[src/cfs_pkg.sv]
// Shared types and codes for the circular FIFO with search.
package cfs_pkg;

   localparam logic [2:0] MODE_PUSH   = 3'd0;
   localparam logic [2:0] MODE_POP    = 3'd1;
   localparam logic [2:0] MODE_PEEK   = 3'd2;
   localparam logic [2:0] MODE_SEARCH = 3'd3;
   localparam logic [2:0] MODE_CLEAR  = 3'd4;

   localparam logic [1:0] STATUS_OK    = 2'd0;
   localparam logic [1:0] STATUS_FULL  = 2'd1;
   localparam logic [1:0] STATUS_EMPTY = 2'd2;

   localparam int CAP_W  = 5;
   localparam int WORD_W = 32;

   typedef struct packed {
      logic [2:0]               mode;
      logic signed [WORD_W-1:0] value;
   } req_type;

   typedef struct packed {
      logic signed [WORD_W-1:0] read_value;
      logic                     found;
      logic [1:0]               status;
      logic [CAP_W-1:0]         fill_level;
      logic                     is_empty;
      logic                     is_full;
   } rsp_type;

endpackage

[src/cfs_mem.sv]
// Word storage of the FIFO: one write port, one read port with registered data.
module cfs_mem #(
   parameter int DEPTH  = 16,
   parameter int ADDR_W = $clog2(DEPTH)
) (
   input  logic                               clock,
   input  logic                               wr_en,
   input  logic [ADDR_W-1:0]                  wr_addr,
   input  logic signed [cfs_pkg::WORD_W-1:0]  wr_data,
   input  logic                               rd_en,
   input  logic [ADDR_W-1:0]                  rd_addr,
   output logic signed [cfs_pkg::WORD_W-1:0]  rd_data
);
   import cfs_pkg::*;

   logic signed [WORD_W-1:0] mem [DEPTH];
   logic signed [WORD_W-1:0] rd_data_ff;

   always_ff @(posedge clock) begin
      if (wr_en) begin
         mem[wr_addr] <= wr_data;
      end
   end

   always_ff @(posedge clock) begin
      if (rd_en) begin
         rd_data_ff <= mem[rd_addr];
      end
   end

   assign rd_data = rd_data_ff;

endmodule

[src/circular_fifo_with_search.sv]
// Circular FIFO of signed words with push, pop, peek, search and clear.
// Push, clear, rejected and unused operations: result registered in the cycle after accept, busy stays low.
// Pop and peek: one memory read; busy holds in ST_READ, then the result is registered from the read data.
// Search: the memory read port fetches one occupied entry per cycle from the head; busy lasts
// until a match or the last of up to fill_level (at most 16) entries; the result is then registered.
// Synchronous reset empties the queue and sets capacity to min(DEPTH, 16); storage is not cleared.
module circular_fifo_with_search #(
   parameter int DEPTH = 16
) (
   input  logic                          clock,
   input  logic                          reset,
   input  logic                          start,
   output logic                          busy,
   input  cfs_pkg::req_type              req_data,
   output logic                          rsp_strobe,
   output cfs_pkg::rsp_type              rsp_data,
   input  logic                          csr_valid,
   output logic                          csr_ready,
   input  logic [cfs_pkg::CAP_W-1:0]     csr_data
);
   import cfs_pkg::*;

   localparam int CAP_MAX_INT = (DEPTH < 16) ? DEPTH : 16;
   localparam logic [CAP_W-1:0] CAP_MAX = CAP_W'(CAP_MAX_INT);
   localparam int ADDR_W = $clog2(DEPTH);
   localparam int PTR_W  = $clog2(CAP_MAX_INT);

   localparam logic [1:0] ST_IDLE   = 2'd0;
   localparam logic [1:0] ST_READ   = 2'd1;
   localparam logic [1:0] ST_SEARCH = 2'd2;

   logic [1:0]             state_ff, state_in;
   logic [CAP_W-1:0]       cap_ff, cap_in;
   logic [CAP_W-1:0]       count_ff, count_in;
   logic [PTR_W-1:0]       rptr_ff, rptr_in;
   logic [PTR_W-1:0]       wptr_ff, wptr_in;
   logic [PTR_W-1:0]       scan_ff, scan_in;
   logic [CAP_W-1:0]       left_ff, left_in;
   logic signed [WORD_W-1:0] value_ff, value_in;
   logic                   rsp_strobe_ff, rsp_strobe_in;
   rsp_type                rsp_ff, rsp_in;

   logic                   wr_en;
   logic                   rd_en;
   logic [PTR_W-1:0]       rd_ptr;
   logic signed [WORD_W-1:0] rd_data;

   logic                   accept;
   logic                   csr_write;

   function automatic logic [PTR_W-1:0] next_ptr(input logic [PTR_W-1:0] p,
                                                input logic [CAP_W-1:0] cap);
      logic [CAP_W:0] n;
      n = (CAP_W+1)'(p) + (CAP_W+1)'(1);
      return (n >= {1'b0, cap}) ? '0 : PTR_W'(n);
   endfunction

   cfs_mem #(
      .DEPTH  (DEPTH),
      .ADDR_W (ADDR_W)
   ) u_mem (
      .clock   (clock),
      .wr_en   (wr_en),
      .wr_addr (ADDR_W'(wptr_ff)),
      .wr_data (req_data.value),
      .rd_en   (rd_en),
      .rd_addr (ADDR_W'(rd_ptr)),
      .rd_data (rd_data)
   );

   assign busy      = (state_ff != ST_IDLE);
   // A capacity write is held off while a transaction is offered, so the two never meet.
   assign csr_ready = ~busy & ~start;
   assign accept    = start & ~busy;
   assign csr_write = csr_valid & csr_ready;

   always_comb begin
      logic signed [WORD_W-1:0] rd_val;
      logic                     hit;
      logic [1:0]               status_v;
      logic                     match;

      state_in      = state_ff;
      cap_in        = cap_ff;
      count_in      = count_ff;
      rptr_in       = rptr_ff;
      wptr_in       = wptr_ff;
      scan_in       = scan_ff;
      left_in       = left_ff;
      value_in      = value_ff;
      rsp_strobe_in = 1'b0;
      wr_en         = 1'b0;
      rd_en         = 1'b0;
      rd_ptr        = rptr_ff;
      rd_val        = '0;
      hit           = 1'b0;
      status_v      = STATUS_OK;
      match         = (rd_data == value_ff);

      // Capacity changes only on an empty queue and only to a legal value.
      if (csr_write && count_ff == '0 && csr_data != '0 && csr_data <= CAP_MAX) begin
         cap_in  = csr_data;
         rptr_in = '0;
         wptr_in = '0;
      end

      unique case (state_ff)
         ST_IDLE: begin
            if (accept) begin
               value_in = req_data.value;
               unique case (req_data.mode) inside
                  MODE_PUSH: begin
                     rsp_strobe_in = 1'b1;
                     if (count_ff >= cap_ff) begin
                        status_v = STATUS_FULL;
                     end else begin
                        wr_en    = 1'b1;
                        wptr_in  = next_ptr(wptr_ff, cap_ff);
                        count_in = count_ff + CAP_W'(1);
                     end
                  end
                  MODE_POP, MODE_PEEK: begin
                     if (count_ff == '0) begin
                        rsp_strobe_in = 1'b1;
                        status_v      = STATUS_EMPTY;
                     end else begin
                        rd_en    = 1'b1;
                        state_in = ST_READ;
                        if (req_data.mode == MODE_POP) begin
                           rptr_in  = next_ptr(rptr_ff, cap_ff);
                           count_in = count_ff - CAP_W'(1);
                        end
                     end
                  end
                  MODE_SEARCH: begin
                     if (count_ff == '0) begin
                        rsp_strobe_in = 1'b1;
                     end else begin
                        rd_en    = 1'b1;
                        scan_in  = next_ptr(rptr_ff, cap_ff);
                        left_in  = count_ff - CAP_W'(1);
                        state_in = ST_SEARCH;
                     end
                  end
                  MODE_CLEAR: begin
                     rsp_strobe_in = 1'b1;
                     count_in      = '0;
                     rptr_in       = wptr_ff;
                  end
                  default: begin
                     rsp_strobe_in = 1'b1;
                  end
               endcase
            end
         end
         ST_READ: begin
            rsp_strobe_in = 1'b1;
            rd_val        = rd_data;
            state_in      = ST_IDLE;
         end
         ST_SEARCH: begin
            // Compare the entry read last cycle while the next one is fetched.
            if (match || left_ff == '0) begin
               rsp_strobe_in = 1'b1;
               hit           = match;
               state_in      = ST_IDLE;
            end else begin
               rd_en   = 1'b1;
               rd_ptr  = scan_ff;
               scan_in = next_ptr(scan_ff, cap_ff);
               left_in = left_ff - CAP_W'(1);
            end
         end
         default: begin
            state_in = ST_IDLE;
         end
      endcase

      rsp_in = rsp_ff;
      if (rsp_strobe_in) begin
         rsp_in.read_value = rd_val;
         rsp_in.found      = hit;
         rsp_in.status     = status_v;
         rsp_in.fill_level = count_in;
         rsp_in.is_empty   = (count_in == '0);
         rsp_in.is_full    = (count_in == cap_ff);
      end
   end

   always_ff @(posedge clock) begin
      if (reset) begin
         state_ff      <= ST_IDLE;
         cap_ff        <= CAP_MAX;
         count_ff      <= '0;
         rptr_ff       <= '0;
         wptr_ff       <= '0;
         rsp_strobe_ff <= 1'b0;
      end else begin
         state_ff      <= state_in;
         cap_ff        <= cap_in;
         count_ff      <= count_in;
         rptr_ff       <= rptr_in;
         wptr_ff       <= wptr_in;
         rsp_strobe_ff <= rsp_strobe_in;
      end
   end

   always_ff @(posedge clock) begin
      scan_ff  <= scan_in;
      left_ff  <= left_in;
      value_ff <= value_in;
      rsp_ff   <= rsp_in;
   end

   assign rsp_strobe = rsp_strobe_ff;
   assign rsp_data   = rsp_ff;

   a_count_in_range: assert property (@(posedge clock) disable iff (reset)
      count_ff <= cap_ff)
      else $error("fill count exceeds capacity");

   a_search_nonempty: assert property (@(posedge clock) disable iff (reset)
      state_ff == ST_SEARCH |-> count_ff != '0 && left_ff < count_ff)
      else $error("search running over an empty queue");

   a_busy_no_strobe: assert property (@(posedge clock) disable iff (reset)
      $rose(busy) |-> !rsp_strobe_ff)
      else $error("transaction answered while its memory read is pending");

   a_push_grows: assert property (@(posedge clock) disable iff (reset)
      accept && req_data.mode == MODE_PUSH && count_ff < cap_ff && !csr_write
      |=> count_ff == $past(count_ff) + CAP_W'(1))
      else $error("accepted push did not grow the queue");

endmodule

[config.mk]
export PLATFORM = sky130hd
export DESIGN_NAME = circular_fifo_with_search
export DESIGN_NICKNAME = d
export VERILOG_FILES = /design/src/cfs_pkg.sv /design/src/cfs_mem.sv /design/src/circular_fifo_with_search.sv
export SDC_FILE = /design/constraint.sdc
export NUM_CORES = 1
export LEC_CHECK = 0
export ABC_AREA = 1
export BUFFER_PORTS_ARGS = -buffer_cell sky130_fd_sc_hd__buf_2
export CAP_MARGIN = 20
export CORE_MARGIN = 3
export CORE_UTILIZATION = 45
export CTS_CLUSTER_SIZE = 30
export DETAILED_ROUTE_END_ITERATION = 12
export PLACE_DENSITY = 0.72
export REMOVE_ABC_BUFFERS = 1
export SETUP_SLACK_MARGIN = 0.4
export SYNTH_ARGS = -nofsm -noshare
export SYNTH_HDL_FRONTEND = slang
export SYNTH_SLANG_ARGS = --single-unit
[constraint.sdc]
create_clock -name clock -period 4.6 [get_ports clock]
set_input_delay 0.23 -clock clock [delete_from_list [all_inputs] [get_ports clock]]
set_output_delay 0.23 -clock clock [all_outputs]
set_load 0.1 [all_outputs]
# Yosys cells after proc, flatten, opt, wreduce, memory -nomap -nowiden
# Memory sizes are Yosys's and may differ from the RTL's. A register that Yosys moved wholly into a read port is not among the register bits.
# Index checks and enable logic that the tools add are counted.
totals:
  reg_bits: 104
  latch_bits: 0
  mem_bits_rw: 512
  romBits: 0
  in_bits: 44
  out_inout_bits: 45
  wordCells: 123
  n_memories: 1
mem_list:
  columns: ["name", "words", "width", "rd", "rd_clocked_by_memory_dff", "wr", "line_no", "source"]
  rows:
  - ["u_mem.mem", 16, 32, 1, 1, 1, "cfs_mem.sv:16", "logic signed [WORD_W-1:0] mem [DEPTH];"]
op_classes:
  add_sub_neg: 6
  n_mul: 0
  div: 0
  magnitude_cmp: 5
  eq_ne: 16
  shift: 0
  n_mux: 57
  bitwise_logic: 5
  reduce_logical: 18
op_table:
  columns: ["operator", "n"]
  rows:
  - ["2-to-1 mux 4 bit", 19]
  - ["2-to-1 mux 5 bit", 9]
  - ["== test 32 bit", 1]
  - [">= comparator 5 bit", 4]
  - ["one-hot mux 4 bit (2 select lines)", 2]
  - ["adder 4 x 1 -> 5 bit, second input constant", 3]
  - ["logical NOT 5 bit", 3]
  - ["2-to-1 mux 1 bit", 15]
  - ["one-hot mux 5 bit (3 select lines)", 1]
  - ["one-hot mux 2 bit (2 select lines)", 3]
  - ["2-to-1 mux 2 bit", 5]
  - ["!= test 2 bit, second input constant", 5]
  - ["one-hot mux 5 bit (2 select lines)", 1]
  - ["AND reduction 5 bit", 2]
  - ["subtractor 5 x 1 -> 5 bit, second input constant", 2]
  - ["== test 3 x 2 -> 1 bit, second input constant", 2]
  - ["!= test 3 bit, second input constant", 2]
  - ["adder 5 x 1 -> 5 bit, second input constant", 1]
  - ["== test 5 bit", 1]
  - ["<= comparator 5 bit, second input constant", 1]
  - ["nonzero test 5 bit", 1]
  - ["AND reduction 2 bit", 2]
  - ["nonzero test 2 bit", 2]
  - ["bitwise AND 1 bit", 3]
  - ["14 further kinds", 17]

# Depth between registers and ports, before layout
# Gate-level depths: netlist of the first run.
depth:
  ltp_word: 13
  depth_mapped: 18
  mapped_depth_nobuf: 17

# Cells and area by module
# Synthesis of the first run repeated with hierarchy kept, for this count alone.
unflattened:
  hier_cells: 2749
  area_unflattened_um2: 28650.0
by_module_without_submodules:
  columns: ["module", "instances", "cells_each", "area_each_um2", "seq_area_each_um2"]
  rows:
  - ["cfs_mem", 1, 2120, 23050.9, 16335.7]
  - ["circular_fifo_with_search", 1, 629, 5599.1, 2912.8]

# Worst setup path before layout of the first run
# OpenSTA, ideal clock, no wires.
synth_path:
  path_kind: "reg2reg"
  startpoint: "register state_ff[0]"
  endpoint: "memory u_mem.mem[15][0], enable pin"
  setup_time_ns: 0.461
  arrival_time_ns: 4.605
  required_ns: 4.139
  slack_ns: -0.466
  stages_incl_launch_ff: 8
  n_path_buf: 0
  period_less_slack_ns: 5.066
  path_cell_list: "dfxtp_1 -> nor2_1 -> inv_1 -> nor2_4 -> inv_1 -> nor3_1 -> inv_1 -> nor3_1"
synth_via:
  elab_chain_cells: 7
  word_cells_on_any_way: 8
  classes_between: "mux (4); bitwise (2); reduce/logical (2)"
synth_lines:
  columns: ["item", "line_no", "source"]
  rows:
  - ["start: declaration", "circular_fifo_with_search.sv:32", "logic [1:0] state_ff, state_in;"]
  - ["start signal: assignment", "circular_fifo_with_search.sv:199", "state_ff <= state_in;"]
  - ["nonzero test 2 bit", "circular_fifo_with_search.sv:71", "assign busy = (state_ff != ST_IDLE);"]
  - ["net busy", "circular_fifo_with_search.sv:13", "output logic busy,"]
  - ["inverter 1 bit", "circular_fifo_with_search.sv:74", "assign accept = start & ~busy;"]
  - ["bitwise AND 1 bit", "circular_fifo_with_search.sv:74", null]
  - ["2-to-1 mux 1 bit", "circular_fifo_with_search.sv:109", "if (accept) begin"]
  - ["2-to-1 mux 1 bit", "circular_fifo_with_search.sv:107", "unique case (state_ff)"]
  - ["2-to-1 mux 1 bit", "cfs_mem.sv:20", "if (wr_en) begin"]
  - ["2-to-1 mux 1 bit (implied by the code)", "cfs_mem.sv:21", "mem[wr_addr] <= wr_data;"]
  - ["end: declaration", "cfs_mem.sv:16", null]
# The timed path passes the listed nets, and every way through them passes these cells.

# Worst setup path in the final report of the first run
layout_path:
  startpoint: "register u_mem.rd_data_ff[11], in the netlist u_mem.rd_data[11] (read register of u_mem.mem)"
  endpoint: "register u_mem.rd_data_ff[30], in the netlist u_mem.rd_data[30] (read register of u_mem.mem), data pin"
layout_via:
  elab_chain_cells: 4
  word_cells_on_any_way: 6
  classes_between: "eq/ne (1); mux (4); reduce/logical (1)"
layout_lines:
  columns: ["item", "line_no", "source"]
  rows:
  - ["start: declaration", "cfs_mem.sv:17", "logic signed [WORD_W-1:0] rd_data_ff;"]
  - ["== test 32 bit *", "circular_fifo_with_search.sv:98", "match = (rd_data == value_ff);"]
  - ["logical OR 1 bit *", "circular_fifo_with_search.sv:163", "if (match || left_ff == '0) begin"]
  - ["2-to-1 mux 1 bit / 2-to-1 mux 4 bit (equally long branches)", "circular_fifo_with_search.sv:163", null]
  - ["one-hot mux 1 bit (2 select lines) / 2-to-1 mux 4 bit (equally long branches)", "circular_fifo_with_search.sv:107", null]
# Every way passes the cells marked *; elsewhere a longest branch is shown, timed or not.
# A chain may end at the register's enable or synchronous reset.

==> results of run 1 <==
-- per-stage QoR --
step	hold WS, ns	cell area (um^2)
finish	0.0282	32700
global route	0.0155	32700
CTS	0.000644	32600
detailed placement	0.487	30300
global placement	0.461	30300
floorplan	0.299	28100
-- worst min-delay path by stage --
stage / start / end / slack, ns / cells after the start
CTS: req_data[19] / u_mem.mem[4][19]$_DFFE_PP_ / 0.0006 / 1
finish: req_data[27] / u_mem.mem[5][27]$_DFFE_PP_ / 0.03 / 1
global route: req_data[28] / u_mem.mem[6][28]$_DFFE_PP_ / 0.02 / 1
global placement: csr_data[4] / cap_ff[4]$_SDFFE_PP1P_ / 0.46 / 3
detailed placement: csr_data[4] / cap_ff[4]$_SDFFE_PP1P_ / 0.49 / 3
floorplan: reset / rptr_ff[1]$_SDFF_PP0_ / 0.30 / 1
-- state kept, by name (all words and copies together), names as in the netlist --
register and flops:
u_mem.mem 512, rsp_data 42, u_mem.rd_data 32, value_ff 32, cap_ff 5, count_ff 5
left_ff 5, rptr_ff 4, scan_ff 4, wptr_ff 4, state_ff 2, rsp_strobe 1
-- cell families after synthesis --
group / count (synthesis) / share of synthesized area (%)
compound gates: 60 / 1.25
buf+inv: 647 / 9.04
simple gates: 1265 / 20.4
fa+ha+maj: 30 / 1.30
mux: 1 / 0.0348
xor+xnor: 37 / 1.13
flops: 648 / 66.9
-- per-layer routing --
| metal | vias to the layer above | wire length, um | track usage [%] |
|---|---|---|---|
| met4 | 0 | 2960 | 9.27 |
| met5 | - | 0 | 0 |
| met3 | 220 | 7550 | 4.72 |
| met1 | 9486 | 29700 | 29.7 |
| li1 | 9130 | - | - |
| met2 | 1141 | 34400 | 35.3 |
-- repair_timing --
| item | CTS | global route |
|---|---|---|
| resized for setup | 0 | 0 |
| hold buffers | 19 | 0 |
| endpoints found under the hold margin | 176 | 0 |
-- critical path, delay by kind of cell, from the launching register on --
| kind | cells | cell delay [ns] |
|---|---|---|
| xor gates and xnor gates | 1 | 0.24 |
| buffers and inverters | 2 | 1.27 |
| DFF | 1 | 0.42 |
| and+or+nand+nor | 11 | 1.69 |
-- cells in the mapped netlist (all sizes together) (11+ instances only) --
cell type  number
edfxtp        627
nand3         547
inv           523
nand2         518
buf            97
nand3b         95
nor2           86
ha             30
clkbuf         26
o21ai          24
xnor2          24
dfxtp          21
a21oi          16
xor2           13
nor3           11
-- power breakdown --
| part | leakage [uW] | switching (uW) | internal, uW |
|---|---|---|---|
| clock network | 0.00104 | 2260 | 3020 |
| registers | 0.00588 | 43.5 | 6590 |
| logic | 0.00649 | 803 | 208 |
| total | 0.0134 | 3110 | 9820 |
-- area by class of cell --
type | count | area, um^2 | area share, %
clock inverters | 33 | 240 | 0.735
flip-flops and latches | 648 | 19200 | 58.9
clock buffers | 89 | 1890 | 5.77
well taps | 846 | 1060 | 3.24
repair buffers | 151 | 1140 | 3.50
multi-input cells | 1393 | 7130 | 21.8
inverters | 524 | 1970 | 6.02
==> run metrics, run 1 <==
final setup fails=0; global-route wire length before repair=between 100,000 and 150,000 um; CP startpoint=u_mem.rd_data[11]$_DFFE_PP_; Hold/Removal Path Class=input port to register; Slew headroom=25.5%; Post-Route WL=between 70,000 and 80,000 um; Max Slew Vio Count=0; RSZ-0062 raised after global routing=false; Post-Layout Cell Count=3,684; DRC viols=0; synth unique cells=between 40 and 50; Syn Area/Cell=~11 um^2; r2r worst-path depth=14; CTS max path bufs=3; crit share post-route=about 85%; top-area cell type share of the netlist area=65.4%; nets@finish=2,861; Synth Flop Type=edfxtp_1; DR vias/cell=between 5 and 6; Syn. warnings=0; post-synthesis cell count=between 2,000 and 3,000; crit path DAT=roughly 4.3 ns; drt first pass iters=6; Final Skew=approximately 0.025 ns; GRT Total Usage=22.2%; Worst Setup End Kind=register; post-synth top area cell=edfxtp_1; core area=between 60,000 and 70,000 um^2; largest cells by area after synthesis=edfxtp_1 65%, nand3_1 9.5%, inv_1 6.8%, nand2_1 6.7%, nand3b_1 2.5%; placed insts=approximately 3,500; reg2reg setup slack=~0.7 ns; DRT iter0 DRCs=~2,200; status=finished, final reports clean; WL per Instance=20.3 um; Worst EP required=roughly 5.0 ns; Pwr Density=~400 nW/um^2; Initial Util=between 40% and 50%; Max Cap Viol=0; clock sinks=between 600 and 700; fill count=between 5,000 and 6,000; largest net degree at the start of global routing=approximately 120; fin worst setup slack=about 0.71 ns; fin util=between 50% and 60%; row count=between 90 and 100; CP max FO=53; Worst setup endpoint=u_mem.rd_data[30]$_DFFE_PP_; grt total ovfl=0; IO buf count=a little under 90; reg-to-reg endpoint=u_mem.rd_data[30]$_DFFE_PP_; htree depth=3; leakage=roughly 0.013 uW; dpl ws=0.883 ns; Tot Pwr=~13,000 uW; Setup Buffers After CTS=0; fmax=roughly 0.26 GHz; Post-synth ARST share=0%; Boundary Pins=~90; crit-path cells=xnor2_1, nand2_1, nor2_1, nand2_1, nor2_1, nand2_2, nand4_1, buf_4, buf_4, nand3_1, nand3_1, nand3_1, nand3_1, nand2_1; final period demand of the worst path=about 3.9 ns; flops & latches, synth=between 600 and 700; Worst Max-Slew Pin Slew=1.11 ns; clk slew on worst S/H paths=0.06 ns; cell area after synthesis=~29,000 um^2; share of layout cells above drive strength 1=a little under a tenth; area of the die=~67,000 um^2; Synth-to-Final Area Change=13.5%; CTS root buffer=clkbuf_16; routability cong.=roughly 0.84; Post-DP HPWL=just over 40,000 um; Fin. Hold Viols=0; CTS buffer count=between 60 and 70; CP dominant cell by count=nand3_1; Setup crit start kind=register; most frequent cells in the layout=627 x edfxtp_1, 545 x nand3_1, 520 x inv_1; via count=20,000; antenna violations before repair=0; Clk Latency, worst-skew pair=0.62 ns; sequential-to-total area share from yosys stat=around two thirds; most common cell after layout, fill and taps aside=edfxtp_1; vias in the first global route=a little under 20,000; Crit Path Class=register to register; Antenna Cells=0; RR Startpoint=u_mem.rd_data[11]$_DFFE_PP_; slowest library cell on the worst path=buf_4; EDFF count, synth=627; final setup TNS=0 ns; DRT antenna net count=0; die width=around 260 um; CTS tree=yes; Crit path largest cell delay=0.69 ns; die height=259 um; worst-case vdd ir drop=around 0.32 mV
(Power assumes the default switching activity.)
==> inputs of run 2 (changes only) <==
--- a/config.mk
+++ b/config.mk
@@ -5,7 +5,7 @@
 export SDC_FILE = /design/constraint.sdc
 export NUM_CORES = 1
 export LEC_CHECK = 0
-export ABC_AREA = 1
+export ABC_AREA = 0
 export BUFFER_PORTS_ARGS = -buffer_cell sky130_fd_sc_hd__buf_2
 export CAP_MARGIN = 20
 export CORE_MARGIN = 3
==> constraint.sdc (replaced) <==
create_clock -name clock -period 3.55 [get_ports clock]
set_input_delay 0.1775 -clock clock [delete_from_list [all_inputs] [get_ports clock]]
set_output_delay 0.1775 -clock clock [all_outputs]
set_load 0.1 [all_outputs]
==> run 2 against run 1 <==
Against the previous run:
- the flow now finishes with violations (setup timing)
- cell area is 1.3% lower
- via count is 24% lower
- wire length is 8.3% lower
- non-clock buffer count is 142 higher
- clock-buffer cell count is 15 lower
- global-route usage is 0.74 points lower
- combinational power is 19% higher
- setup slack worse by 0.78 ns
- synthesized cell count is 44% lower
- clock power is 27% higher
- sequential power is 29% higher
- flip-flop and latch count stayed put
- critical path type unchanged
- largest power group unchanged
==> run metrics, run 2 <==
Tot Pwr=16,500 uW (was 12,900 uW); post-synth top area cell=edfxtp_1 (unchanged); Crit Path Class=register to register (unchanged); post-synthesis cell count=1,508 (was 2,688); net load switching power=3670 uW (was 3110 uW); top-area cell type share of the netlist area=73.3% (was 65.4%); Logic pwr share=7.3% (was 7.8%); fmax=0.277 GHz (was 0.257 GHz); fin worst setup slack=-0.0653 ns (was 0.712 ns); CTS max path bufs=3 (unchanged); slowest library cell on the worst path=or4_1 (was buf_4); RSZ-0062 raised after global routing=true (was false); final period demand of the worst path=3.62 ns (was 3.89 ns); GRT Total Usage=21.5% (was 22.2%); WL per Instance=26.4 um (was 20.3 um); Worst EP required=3.92 ns (was 4.97 ns); Syn Area/Cell=17.0 um^2 (was 10.7 um^2); htree depth=2 (was 3); WHS=0.0452 ns (was 0.0282 ns); Synth top cells by count=627 x edfxtp_1, 267 x mux2i_1, 130 x o22ai_1 (was 627 x edfxtp_1, 546 x nand3_1, 520 x inv_1); DRC viols=0 (unchanged); Worst Setup End Kind=register (unchanged); largest net degree at the start of global routing=37 (was 121); global-route wire length before repair=95,600 um (was 114,000 um); share of power burned in registers=51.9% (was 51.3%); DR vias/cell=5.87 (was 5.42); Post-synth ARST share=0% (unchanged); final setup fails=11 (was 0); Slew headroom=36.2% (was 25.5%); most common cell after layout, fill and taps aside=edfxtp_1 (unchanged); cell area after synthesis=25,700 um^2 (was 28,800 um^2); via count=15,200 (was 20,000); worst-case vdd ir drop=0.395 mV (was 0.315 mV); largest register by flop count=u_mem.mem (unchanged); Boundary Pins=89 (unchanged); Syn. warnings=0 (unchanged); Post-DP HPWL=35,200 um (was 40,600 um); reg2reg setup slack=-0.07 ns (was 0.71 ns); Final Skew=0.0205 ns (was 0.0255 ns); flops & latches, synth=648 (unchanged); EDFF count, synth=627 (unchanged); Internal Power=12,800 uW (was 9820 uW); clk slew on worst S/H paths=0.06 ns (about the same); grt total ovfl=0 (unchanged); core area=55,700 um^2 (was 63,200 um^2); drt first pass iters=7 (was 6); failing checks=setup timing; CP delay by family, top=simple AND/OR/NAND/NOR gates (unchanged); die height=245 um (was 259 um); CP bufs+invs=6 (was 2); synth unique cells=51 (was 41); sequential-to-total area share from yosys stat=74.9% (was 66.9%); leakage=0.0128 uW (was 0.0134 uW); Largest register FFs=512 (unchanged); crit path DAT=3.98 ns (was 4.26 ns); Max Slew Vio Count=0 (unchanged); Synth Flop Type=edfxtp_1 (unchanged); Hold/Removal Path Class=input port to register (unchanged); crit-path cells=xor2_1, nor4_2, buf_4, nand4_1, buf_6, o21ai_4, mux2i_4, buf_12, buf_16, buf_12, buf_16, mux2i_1, o22ai_1, or4_1 (was xnor2_1, nand2_1, nor2_1, nand2_1, nor2_1, nand2_2, nand4_1, buf_4, buf_4, nand3_1, nand3_1, nand3_1, nand3_1, nand2_1); DRT iter0 DRCs=1,640 (was 2,206); routability cong.=0.820 (was 0.835); clock sinks=648 (unchanged); CTS buffer count=61 (was 69); Fin. Hold Viols=0 (unchanged); CTS tree=yes (unchanged); fin util=57.9% (was 51.7%); Pwr Density=511 nW/um^2 (was 396 nW/um^2); nets@finish=1,871 (was 2,861); Initial Util=46.1% (was 45.5%); antenna violations before repair=3 (was 0); top-count cell post-synth=edfxtp_1 (unchanged); crit share post-route=102% (was 84.5%); row count=86 (was 92); largest cells by area after synthesis=edfxtp_1 73%, mux2i_1 10%, o22ai_1 3.2%, dfxtp_1 1.6%, ha_1 1.5% (was edfxtp_1 65%, nand3_1 9.5%, inv_1 6.8%, nand2_1 6.7%, nand3b_1 2.5%); vias in the first global route=15,100 (was 19,600); Worst Max-Slew Pin Slew=0.953 ns (was 1.11 ns); Crit path largest cell delay=0.52 ns (was 0.69 ns); share of layout cells above drive strength 1=22.4% (was 9.13%); Post-Route WL=68,400 um (was 74,600 um); Sw Share=22.3% (was 24.0%); Clk network pwr share=40.8% (was 40.9%); fill count=4,075 (was 5,313); IO buf count=88 (unchanged); die width=245 um (was 259 um); CTS root buffer=clkbuf_16 (unchanged); CP max FO=7 (was 53); most frequent cells in the layout=627 x edfxtp_1, 242 x mux2i_1, 124 x o22ai_1 (was 627 x edfxtp_1, 545 x nand3_1, 520 x inv_1); area of the die=60,000 um^2 (was 67,000 um^2); Multi-input gate area=6450 um^2 (was 7130 um^2); Sequential cell area=19,200 um^2 (about the same); Setup crit start kind=register (unchanged); DRT antenna net count=0 (unchanged); Synth-to-Final Area Change=25.5% (was 13.5%); Clk Latency, worst-skew pair=0.63 ns (was 0.62 ns); status=finished with violations (was finished, final reports clean); Max Cap Viol=0 (unchanged)
==> run 2: cell count changes after synthesis, moves of 17 or more <==
cell | before | now
o22ai_1 | 3 | 130
xnor2_1 | 24 | 7
nand2_1 | 513 | 26
nand3_1 | 546 | 10
xor2_1 | 13 | 39
nand3b_1 | 95 | 1
inv_1 | 520 | 21
and2_1 | 0 | 50
or4_1 | 0 | 33
mux2i_1 | 1 | 267
buf_2 | 80 | 28
nor2_1 | 84 | 33
==> run 2: worst min-delay path: cells and delay by family <==
family | cells | cell delay (ns)
buffers and inverters | 2 | 0.27
AOI/OAI and AO/OA | 1 | 0.12
and+or+nand+nor | 1 | 0.06
==> run 2: what timing repair did <==
item	CTS	global route
pin swaps	3	33
setup endpoints to repair	160	526
buffers inserted	15	22
hold endpoints to repair	564	0
gates resized for setup	50	76
cloned	9	21
hold buffers	43	0
==> run 2: path summary, 6_finish.rpt <==
kind | startpoint | to | cells past startpoint
max | u_mem.rd_data[14]$_DFFE_PP_ | u_mem.rd_data[20]$_DFFE_PP_ | 14
max reg2reg | u_mem.rd_data[14]$_DFFE_PP_ | u_mem.rd_data[20]$_DFFE_PP_ | 14
min reg2reg | cap_ff[4]$_SDFFE_PP1P_ | cap_ff[4]$_SDFFE_PP1P_ | 1
min | csr_valid | cap_ff[4]$_SDFFE_PP1P_ | 4
==> run 2: power by group through the flow <==
stage	registers [uW]	logic, uW	clock network (uW)
2_1_floorplan	9100	491	0
3_3_place_gp	8730	1040	0
3_5_place_dp	8730	1060	0
4_1_cts	8570	1140	6790
5_1_grt	8570	1270	7130
6_report	8570	1200	6730
==> run 2: cells by family (layout without fill, tap and decap cells) <==
kind of cell               Yosys count  after routing  synth area share, %
and+or+nand+nor                    217            217                 4.84
AOI/OAI and AO/OA                  209            209                 5.23
muxes                              269            269                 10.5
xor gates and xnor gates            46             46                 1.57
buffers and inverters               89            427                 1.47
DFF                                648            648                 74.9
other                                0              1                    0
adders and majority gates           30             30                 1.46
==> run 2: layout make-up <==
type / instances / share of cell area, %
antenna: 1 / 0.00776
clock buffer: 74 / 4.88
clock inverter: 38 / 1.51
inverter: 22 / 0.256
multi-input combinational: 771 / 20.0
sequential: 648 / 59.7
tap: 748 / 2.90
timing repair buffer: 293 / 10.8
==> run 2: stage by stage <==
| stage | cell area (um^2) | setup slack (ns) | setup TNS, ns | std cells |
|---|---|---|---|---|
| floorplan | 25400 | -18.33 | -618.56 | 1441 |
| global placement | 28100 | -0.370 | -9.65 | 2371 |
| detailed placement | 28100 | -0.408 | -11.36 | 2372 |
| CTS | 31200 | 0.0447 | 0 | 2551 |
| global route | 32200 | -0.214 | -3.08 | 2595 |
| finish | 32200 | -0.0653 | -0.247 | 2595 |
==> run 2: metal layers <==
layer  GRT usage, %  up-vias  share of wire (%)
met5              0        -              0.019
met4           8.46        2                3.8
met3           3.69      162                8.3
met2           35.5      747                 49
met1           28.5     7751                 39
li1               -     6579                  -
==> inputs of run 3 (changes only) <==
--- a/config.mk
+++ b/config.mk
@@ -8,10 +8,13 @@
 export ABC_AREA = 0
 export BUFFER_PORTS_ARGS = -buffer_cell sky130_fd_sc_hd__buf_2
 export CAP_MARGIN = 20
+export CORE_ASPECT_RATIO = 0.7
 export CORE_MARGIN = 3
 export CORE_UTILIZATION = 45
 export CTS_CLUSTER_SIZE = 30
 export DETAILED_ROUTE_END_ITERATION = 12
+export GPL_TIMING_DRIVEN = 0
+export HOLD_SLACK_MARGIN = 0.08
 export PLACE_DENSITY = 0.72
 export REMOVE_ABC_BUFFERS = 1
 export SETUP_SLACK_MARGIN = 0.4
==> run 3 against run 2 <==
Against the previous run:
- the flow still finishes with violations (setup timing)
- maximum frequency shrank 7.1%
- wire length rose by 6.8%
- via count grew 3.6%
==> run metrics, run 3 (synthesis gave the netlist of run 2 again) <==
CTS tree=yes (unchanged); grt total ovfl=0 (unchanged); DR vias/cell=6.06 (was 5.87); status=finished with violations (unchanged); clock sinks=648 (unchanged); CTS buffer count=58 (was 61); RR Startpoint=value_ff[3]$_DFFE_PP_ (was u_mem.rd_data[14]$_DFFE_PP_); failing checks=setup timing (unchanged); CTS max path bufs=3 (unchanged); GRT Total Usage=22.3% (was 21.5%); Slew headroom=37.8% (was 36.2%); Fin. Hold Viols=0 (unchanged); worst-case vdd ir drop=0.437 mV (was 0.395 mV); Clk Latency, worst-skew pair=0.63 ns (about the same); crit share post-route=110% (was 102%); Worst EP required=4.02 ns (was 3.92 ns); RSZ-0062 raised after global routing=true (unchanged); end of the worst hold path=rptr_ff[3]$_SDFF_PP0_ (was cap_ff[4]$_SDFFE_PP1P_); placed insts=2,315 (was 2,372); crit path DAT=4.36 ns (was 3.98 ns); r2r worst-path depth=14 (unchanged); Largest register FFs=512 (unchanged); htree depth=2 (unchanged); fill count=3,854 (was 4,075); met1 WL=27,900 um (was 26,700 um); Max Cap Viol=0 (unchanged); Post-Route WL=73,100 um (was 68,400 um); DR WL met3=7920 um (was 5660 um); hold wc startpoint=req_data[34] (was csr_valid); Boundary Pins=89 (unchanged); placed instance area=27,900 um^2 (was 28,100 um^2); Final Skew=0.0286 ns (was 0.0205 ns); row count=72 (was 86); Setup crit start kind=register (unchanged); routability cong.=0.876 (was 0.820); CP max FO=13 (was 7); via count=15,800 (was 15,200); Met2 Routed Length=34,700 um (was 33,400 um); vias in the first global route=15,200 (was 15,100); DRC viols=0 (unchanged); share of layout cells above drive strength 1=24.2% (was 22.4%); top layer in use=met5 (unchanged); Post-DP HPWL=36,400 um (was 35,200 um); Hold Path Depth=5 (was 4); Tot Pwr=16,400 uW (was 16,500 uW); Synth-to-Final Area Change=28.0% (was 25.5%); reg2reg setup slack=-0.34 ns (was -0.07 ns); leakage=0.0130 uW (was 0.0128 uW); Max Slew Vio Count=0 (unchanged); fmax=0.257 GHz (was 0.277 GHz); Pwr Density=499 nW/um^2 (was 511 nW/um^2); post-route cell area=32,900 um^2 (was 32,200 um^2); drt first pass iters=7 (unchanged); Crit Path Class=register to register (unchanged); most common cell after layout, fill and taps aside=edfxtp_1 (unchanged); largest net degree at the start of global routing=37 (unchanged); reg-to-reg endpoint=u_mem.rd_data[29]$_DFFE_PP_ (was u_mem.rd_data[20]$_DFFE_PP_); final period demand of the worst path=3.89 ns (was 3.62 ns); Worst Max-Slew Pin Slew=0.931 ns (was 0.953 ns); nets@finish=1,895 (was 1,871); global-route wire length before repair=99,400 um (was 95,600 um); CTS root buffer=clkbuf_16 (unchanged); clk slew on worst S/H paths=0.07 ns (was 0.06 ns); DRT iter0 DRCs=2,142 (was 1,640); fin worst setup slack=-0.343 ns (was -0.0653 ns); final setup TNS=-7.11 ns (was -0.247 ns); DRT antenna net count=0 (unchanged); Post-Layout Cell Count=2,608 (was 2,595); IO buf count=88 (unchanged); final setup fails=32 (was 11); die width=292 um (was 245 um); die height=206 um (was 245 um); most frequent cells in the layout=627 x edfxtp_1, 240 x mux2i_1, 115 x o22ai_1 (was 627 x edfxtp_1, 242 x mux2i_1, 124 x o22ai_1); Hold/Removal Path Class=input port to register (unchanged); fin util=58.9% (was 57.9%); area of the die=60,000 um^2 (about the same); Worst Setup End Kind=register (unchanged); Initial Util=46.0% (was 46.1%); WL per Instance=28.0 um (was 26.4 um); largest register by flop count=u_mem.mem (unchanged); core area=55,900 um^2 (was 55,700 um^2); antenna violations before repair=2 (was 3)
[run 3: cell count changes in the layout (fill, tap and decap cells not counted), sizes merged]
cell,previous run,this run
a21oi,13,14
buf,231,267
bufinv,11,10
clkbuf,93,77
clkinv,23,22
clkinvlp,3,1
diode,1,2
dlygate4sd3,43,45
inv,23,24
[run 3: worst max-delay path by stage]
stage,slack [ns],endpoint,depth (start not counted),startpoint
6_report,-0.34,u_mem.rd_data[29]$_DFFE_PP_,14,value_ff[3]$_DFFE_PP_
2_1_floorplan,-18.33,u_mem.rd_data[27]$_DFFE_PP_,8,value_ff[26]$_DFFE_PP_
3_5_place_dp,-1.87,u_mem.rd_data[11]$_DFFE_PP_,12,u_mem.rd_data[21]$_DFFE_PP_
3_3_place_gp,-26.13,u_mem.rd_data[19]$_DFFE_PP_,8,u_mem.rd_data[21]$_DFFE_PP_
4_1_cts,-0.08,u_mem.rd_data[12]$_DFFE_PP_,14,u_mem.rd_data[6]$_DFFE_PP_
5_1_grt,-0.49,u_mem.rd_data[12]$_DFFE_PP_,14,value_ff[3]$_DFFE_PP_
[run 3: stage by stage]
step           worst slack, ns  hold WS (ns)
3_3_place_gp            -26.13         0.423
3_5_place_dp             -1.87         0.433
4_1_cts                -0.0792         0.142
6_report                -0.343         0.200
5_1_grt                 -0.494         0.243
2_1_floorplan           -18.33         0.247
[run 3: where the power goes]
group          total [uW]  leakage (uW)  switching, uW  internal (uW)
sequential           8570       0.00588           56.9           8510
combinational        1260       0.00614            895            370
clock                6580      0.000954           2840           3750
[run 3: cell type report]
class                   instances  area, um^2  share of cell area, %
clock buffers                  70        1500                   4.55
repair buffers                319        3990                   12.1
well taps                     740         926                   2.82
diodes                          2        5.00                 0.0152
inverters                      22        83.8                  0.255
flip-flops and latches        648       19200                   58.5
clock inverters                35         469                   1.43
multi-input cells             772        6660                   20.3
[run 3: per-layer routing]
layer / GRT usage, % / vias up
li1: - / 6612
met1: 30.5 / 7902
met2: 36.9 / 1057
met3: 3.88 / 222
met4: 6.92 / 4
met5: 0 / -
[run 3: critical path: stages (launching register included)]
cell	delay, ns
edfxtp_1	0.42
xor2_2	0.23
nor4_4	0.44
nand4_1	0.17
buf_4	0.19
o21ai_4	0.22
buf_6	0.14
buf_6	0.09
buf_12	0.11
nor3b_1	0.76
o21ai_4	0.19
buf_16	0.22
buf_16	0.17
o22ai_1	0.19
or4_1	0.18
[run 3: what timing repair did]
action / CTS / global route
hold buffers: 45 / 0
gates cloned: 11 / 7
buffers inserted: 85 / 38
pin swaps: 38 / 44
endpoints found under the setup margin: 569 / 469
hold endpoints to repair: 565 / 0
resized for setup: 93 / 85
